## src/rtl/sobm_pkg.sv

```systemverilog
// Shared types, constants and the sine table function of the shake mixer.
// No dependencies; the cell, evaluation, top-level and checker files import it.
`timescale 1ns / 1ps
package sobm_pkg;

  localparam int unsigned MAX_SHAKES_DEF = 8;
  localparam int unsigned SINE_DEPTH_DEF = 256;

  // Request modes.
  localparam logic [1:0] MODE_STAGE   = 2'd0;
  localparam logic [1:0] MODE_TRIGGER = 2'd1;
  localparam logic [1:0] MODE_TICK    = 2'd2;
  localparam logic [1:0] MODE_CLEAR   = 2'd3;

  localparam logic [31:0] INV_TWO_PI_Q32 = 32'd683565276;
  localparam logic [63:0] HALF_PI_Q30    = 64'd1686629713;
  localparam logic [16:0] ENV_ONE        = 17'd65536;
  localparam int unsigned ACC_W          = 22;

  // One shake held by a cell of the chain.
  typedef struct packed {
    logic            valid;
    logic [23:0]     elapsed;
    logic [23:0]     duration;
    logic [23:0]     fade_in;
    logic [23:0]     fade_out;
    logic [3:0][15:0] amp;
    logic [3:0][15:0] freq;
  } slot_t;

  // Command broadcast to every cell.
  typedef enum logic [2:0] {
    OP_HOLD    = 3'd0,
    OP_SHIFT   = 3'd1,
    OP_COMPACT = 3'd2,
    OP_WRITE   = 3'd3,
    OP_CLEAR   = 3'd4
  } cell_op_t;

  // Result of the evaluation unit: one axis contribution and end of shake.
  typedef struct packed {
    logic               done;
    logic               valid;
    logic [1:0]         axis;
    logic signed [17:0] value;
  } eval_out_t;

  // Sine entry k of a table of depth entries over one turn, signed Q1.15.
  // Evaluated at elaboration only.
  function automatic logic signed [15:0] sine_entry(input int unsigned k,
                                                    input int unsigned depth);
    logic [63:0] num;
    logic [63:0] rr;
    logic [63:0] t;
    logic [63:0] u;
    logic [63:0] x;
    logic [63:0] x2;
    logic [63:0] term;
    logic [1:0]  q;
    longint      s;
    longint      r;
    num = 64'(k) << 32;
    rr  = 64'd0;
    t   = 64'd0;
    for (int b = 63; b >= 0; b--) begin
      rr = {rr[62:0], num[b]};
      if (rr >= 64'(depth)) begin
        rr   = rr - 64'(depth);
        t[b] = 1'b1;
      end
    end
    q = t[31:30];
    u = {34'd0, t[29:0]};
    if (q[0]) begin
      u = 64'h4000_0000 - u;
    end
    x    = (u * HALF_PI_Q30) >> 30;
    x2   = (x * x) >> 30;
    s    = longint'(x);
    term = ((x * x2) >> 30) / 64'd6;
    s    = s - longint'(term);
    term = ((term * x2) >> 30) / 64'd20;
    s    = s + longint'(term);
    term = ((term * x2) >> 30) / 64'd42;
    s    = s - longint'(term);
    term = ((term * x2) >> 30) / 64'd72;
    s    = s + longint'(term);
    if (s < 0) begin
      s = 0;
    end
    r = (s + 16384) >>> 15;
    if (r > 32767) begin
      r = 32767;
    end
    return q[1] ? -16'(r) : 16'(r);
  endfunction

endpackage

```

## src/rtl/sobm_cell.sv

```systemverilog
// One cell of the shake chain: holds one shake and takes its neighbor's.
// Depends on sobm_pkg.
`timescale 1ns / 1ps
module sobm_cell (
  input  logic              clk,
  input  logic              rst_n,
  input  sobm_pkg::cell_op_t op,
  input  logic              hole_in,
  input  sobm_pkg::slot_t   nbr,
  input  sobm_pkg::slot_t   wr,
  output sobm_pkg::slot_t   q,
  output logic              hole_out
);
  import sobm_pkg::*;

  logic  valid_r;
  logic  valid_nxt;
  slot_t data_r;
  logic  take_nbr;
  logic  take_wr;

  // A compaction pulls from the right once a hole exists at or before here;
  // a write lands in the first empty cell.
  always_comb begin
    take_nbr  = 1'b0;
    take_wr   = 1'b0;
    valid_nxt = valid_r;
    unique case (op)
      OP_SHIFT: begin
        take_nbr = 1'b1;
      end
      OP_COMPACT: begin
        take_nbr = hole_in | ~valid_r;
      end
      OP_WRITE: begin
        take_wr = ~valid_r & ~hole_in;
      end
      OP_CLEAR: begin
        valid_nxt = 1'b0;
      end
      default: begin
      end
    endcase
    if (take_nbr) begin
      valid_nxt = nbr.valid;
    end else if (take_wr) begin
      valid_nxt = 1'b1;
    end
  end

  always_ff @(posedge clk) begin
    if (!rst_n) begin
      valid_r <= 1'b0;
    end else begin
      valid_r <= valid_nxt;
    end
  end

  always_ff @(posedge clk) begin
    if (take_nbr) begin
      data_r <= nbr;
    end else if (take_wr) begin
      data_r <= wr;
    end
  end

  always_comb begin
    q        = data_r;
    q.valid  = valid_r;
    hole_out = hole_in | ~valid_r;
  end

endmodule

```

## config.mk

```make
export PLATFORM = sky130hd
export DESIGN_NAME = sobm_cell
export DESIGN_NICKNAME = d
export VERILOG_FILES = /design/src/rtl/sobm_pkg.sv /design/src/rtl/sobm_cell.sv
export SDC_FILE = /design/constraint.sdc
export NUM_CORES = 1
export LEC_CHECK = 0
export BUFFER_PORTS_ARGS = -buffer_cell sky130_fd_sc_hd__buf_2
export CORE_AREA = 2 2 262 264
export CTS_CLUSTER_SIZE = 10
export DETAILED_ROUTE_END_ITERATION = 8
export DIE_AREA = 0 0 264 266
export PLACE_DENSITY_LB_ADDON = 0.08
export SLEW_MARGIN = 25
export SYNTH_ARGS = -nofsm -noshare
export SYNTH_HDL_FRONTEND = slang
export SYNTH_SLANG_ARGS = --single-unit
```

## constraint.sdc

```tcl
create_clock -name clk -period 23.8 [get_ports clk]
set_input_delay 5.95 -clock clk [delete_from_list [all_inputs] [get_ports clk]]
set_output_delay 5.95 -clock clk [all_outputs]
set_load 0.01 [all_outputs]
```

==> results.toml <==
[status]
outcome = "finished, final reports clean"

[critical_path]
slowest_stage = "nor2b_4"
arrival_ns = 7.07
worst-setup-path-type = "in2out"
start_kind = "primary input"
critPathMostFrequentCell = "buf_2"
reg2reg_depth = 5
critical_path_buf_inv_count = 3
cp_top_family = "simple AND/OR/NAND/NOR gates"
crit_required_ns = 17.85
crit_cells = 4
crit_path_end_kind = "output port"
worst-path-max-fanout = 35
cp_cell_sequence = "buf_2 > nor2b_4 > inv_2 > buf_2"
crit_path_max_incr_delay_ns = 0.76

[detailed_routing]
wl_met1_um = 24100
met3_length_um = 5850
wirelength_um = 62400
vias = 13000
ant_nets = 0
top_layer_used = "met5"
wl_met2_um = 30900
drt_iter0_markers = 707
via_per_inst = 4.66
post_drt_wl_per_cell_um = 22.4
drcViolationCount = 0
first_pass_iters = 4

[timing]
fmax_mhz = 76.8
tightestPinTransition_ns = 1.06
final.setup_skew_ns = 0.0168
hold_viol_final = 0
relSlewSlack_pct = 29.4
period_share_pct = 54.7
min_period_ns = 13.02
rsz0062_at_grt = "no"
drv_slew = 0
setup_viol = 0
setup_tns_ns = 0

[placement]
gp_congestion = 0.824
io_buffer_count = 680
dp.cells = 2718
post-dp-hpwl_um = 41800

[floorplanning]
fp.dieH_um = 266
placementRows = 96
die-width_um = 264
core-area_sq_mm = 0.0677
boundaryPins = 682
start_util_pct = 20.5
die-area_sq_mm = 0.0702

[clocking]
ctsHoldBuffers = 0
numCtsBuffers = 34
tritoncts = "built"
clockRootBuffer = "clkbuf_16"
clock-sinks = 225
clk_latency_ns = 0.54
clock_path_buffers = 3
cts_max_level = 2
clkTransAtPathRegs_ns = 0.05
cts_resized = 0
cts_setup_buffers = 0

[yosys]
synth-adder-area-share_pct = 0
synth-xor-area-share_pct = 0
seq_area_frac_synth_pct = 48.5
ys_types = 22
synth_area_sq_mm = 0.0139
yosys.area_share.simple_pct = 16.4
syn_area_per_cell_sq_um = 10.8
synthCells = 1286
synth.area.mux_share_pct = 0
synth-seq-cells = 225
syn_nets = 1742
ys_warn_count = 0
synth_top_family_by_area = "compound AO/OA/AOI/OAI gates"
synth-compound-area-share_pct = 29.9

[grt]
grt_pass1_wl_um = 90400
grt_antenna_before_repair = 29
grt_overflow_total = 0
grt_pass1_vias = 13300
grt_max_degree = 105
grt_usage_pct = 17.1

[pwr]
combPwrFrac_pct = 19.6
ir_drop_mv = 0.0342
powerDensity_mw_per_mm2 = 63.1
power.switching_mw = 0.347
power_frac_seq_pct = 40.1
internal_power_mw = 0.847
p_sw_share_pct = 29.1
p_leak_nw = 7.46
pwr-share-clk_pct = 40.3

[final_layout]
postLayoutCoreUtil_pct = 27.9
nets = 2328
drive_above_1_share_pct = 47.4
area_growth_pct = 36.1
fin_cells = 2788

[min_path]
hold_class = "reg2reg"
hold_depth = 3

[flow_run]
cap_violations = 0
placed cells by master (no fill, tap or decap), types with 2 or more instances in the layout:
cell / instances
nand2b_1: 224
clkbuf_16: 35
buf_4: 20
o211ai_1: 298
clkbuf_1: 12
nand2b_4: 2
nand2_1: 225
clkinv_1: 4
o211ai_2: 150
edfxtp_1: 224
diode_2: 14
buf_2: 679
clkinv_2: 2
metal layers:
layer / track usage, % / up-vias
met1: 19.1 / 6316
li1: - / 6080
met5: 0 / -
met2: 29.8 / 472
met3: 6.95 / 99
met4: 4.79 / 30
worst paths after layout:
kind                                            from                   end  slack [ns]
worst min register to register  valid_r$_SDFFE_PN0P_  valid_r$_SDFFE_PN0P_        0.62
worst min-delay path            valid_r$_SDFFE_PN0P_  valid_r$_SDFFE_PN0P_        0.62
worst max register to register  valid_r$_SDFFE_PN0P_      q[156]$_DFFE_PP_       20.35
worst max-delay path                         hole_in              hole_out       10.78
cell families (layout without fill, tap and decap cells):
logic type,count (synthesis),after routing
AO/OA/AOI/OAI,454,454
buffers and inverters,152,758
other,0,14
flip-flops,225,225
AND/OR/NAND/NOR,455,455
sequential cells by signal, indices dropped and copies added, names as in the netlist:
| name | count |
|---|---|
| q | 224 |
| valid_r | 1 |
cell type report:
| cell class | instances | area (sq um) |
|---|---|---|
| Multi-Input combinational cell | 909 | 6480 |
| Inverter | 1 | 3.75 |
| Clock inverter | 9 | 71.3 |
| Antenna cell | 14 | 35.0 |
| Fill cell | 7328 | 48800 |
| Timing Repair Buffer | 701 | 3570 |
| Tap cell | 882 | 1100 |
| Sequential cell | 225 | 6750 |
| Clock buffer | 47 | 921 |
worst register-to-register path, stage by stage (launching register included):
cell	delay, ns
dfxtp_1	0.37
nor2b_4	0.83
o21a_4	0.28
buf_6	0.56
buf_4	0.83
o211ai_2	0.30
through the flow:
stage                     power (mW)  area [sq um]  worst slack [ns]  hold WS [ns]
after floorplan                0.633         13900              5.53         0.569
after global placement         0.723         17900             10.70         0.611
after detailed placement       0.727         17900             10.71         0.606
after CTS                       1.22         18900             10.70         0.623
after global routing            1.25         18900             10.67         0.651
final                           1.19         18900             10.78         0.623
cells in the mapped netlist (all sizes together):
master | instances | area [sq um]
a21oi | 1 | 5.00
inv | 1 | 3.75
nor2 | 1 | 3.75
o311a | 1 | 10.0
o21a | 1 | 7.51
and3 | 1 | 6.26
o21ai | 1 | 5.00
dfxtp | 1 | 20.0
clkbuf | 110 | 413
buf | 41 | 312
nand3 | 1 | 5.00
nand2 | 225 | 845
nor2b | 1 | 6.26
edfxtp | 224 | 6730
nand2b | 226 | 1410
o211ai | 448 | 4110
a21boi | 1 | 7.51
o21bai | 1 | 7.51
power groups by stage:
stage          Combinational, mW  Clock [mW]  Sequential [mW]
6_report                   0.234       0.481            0.479
3_3_place_gp               0.236           0            0.487
2_1_floorplan              0.121           0            0.511
3_5_place_dp               0.239           0            0.487
4_1_cts                    0.240       0.502            0.479
5_1_grt                    0.257       0.514            0.482
No activity file was read; power rests on OpenSTA's default activity.
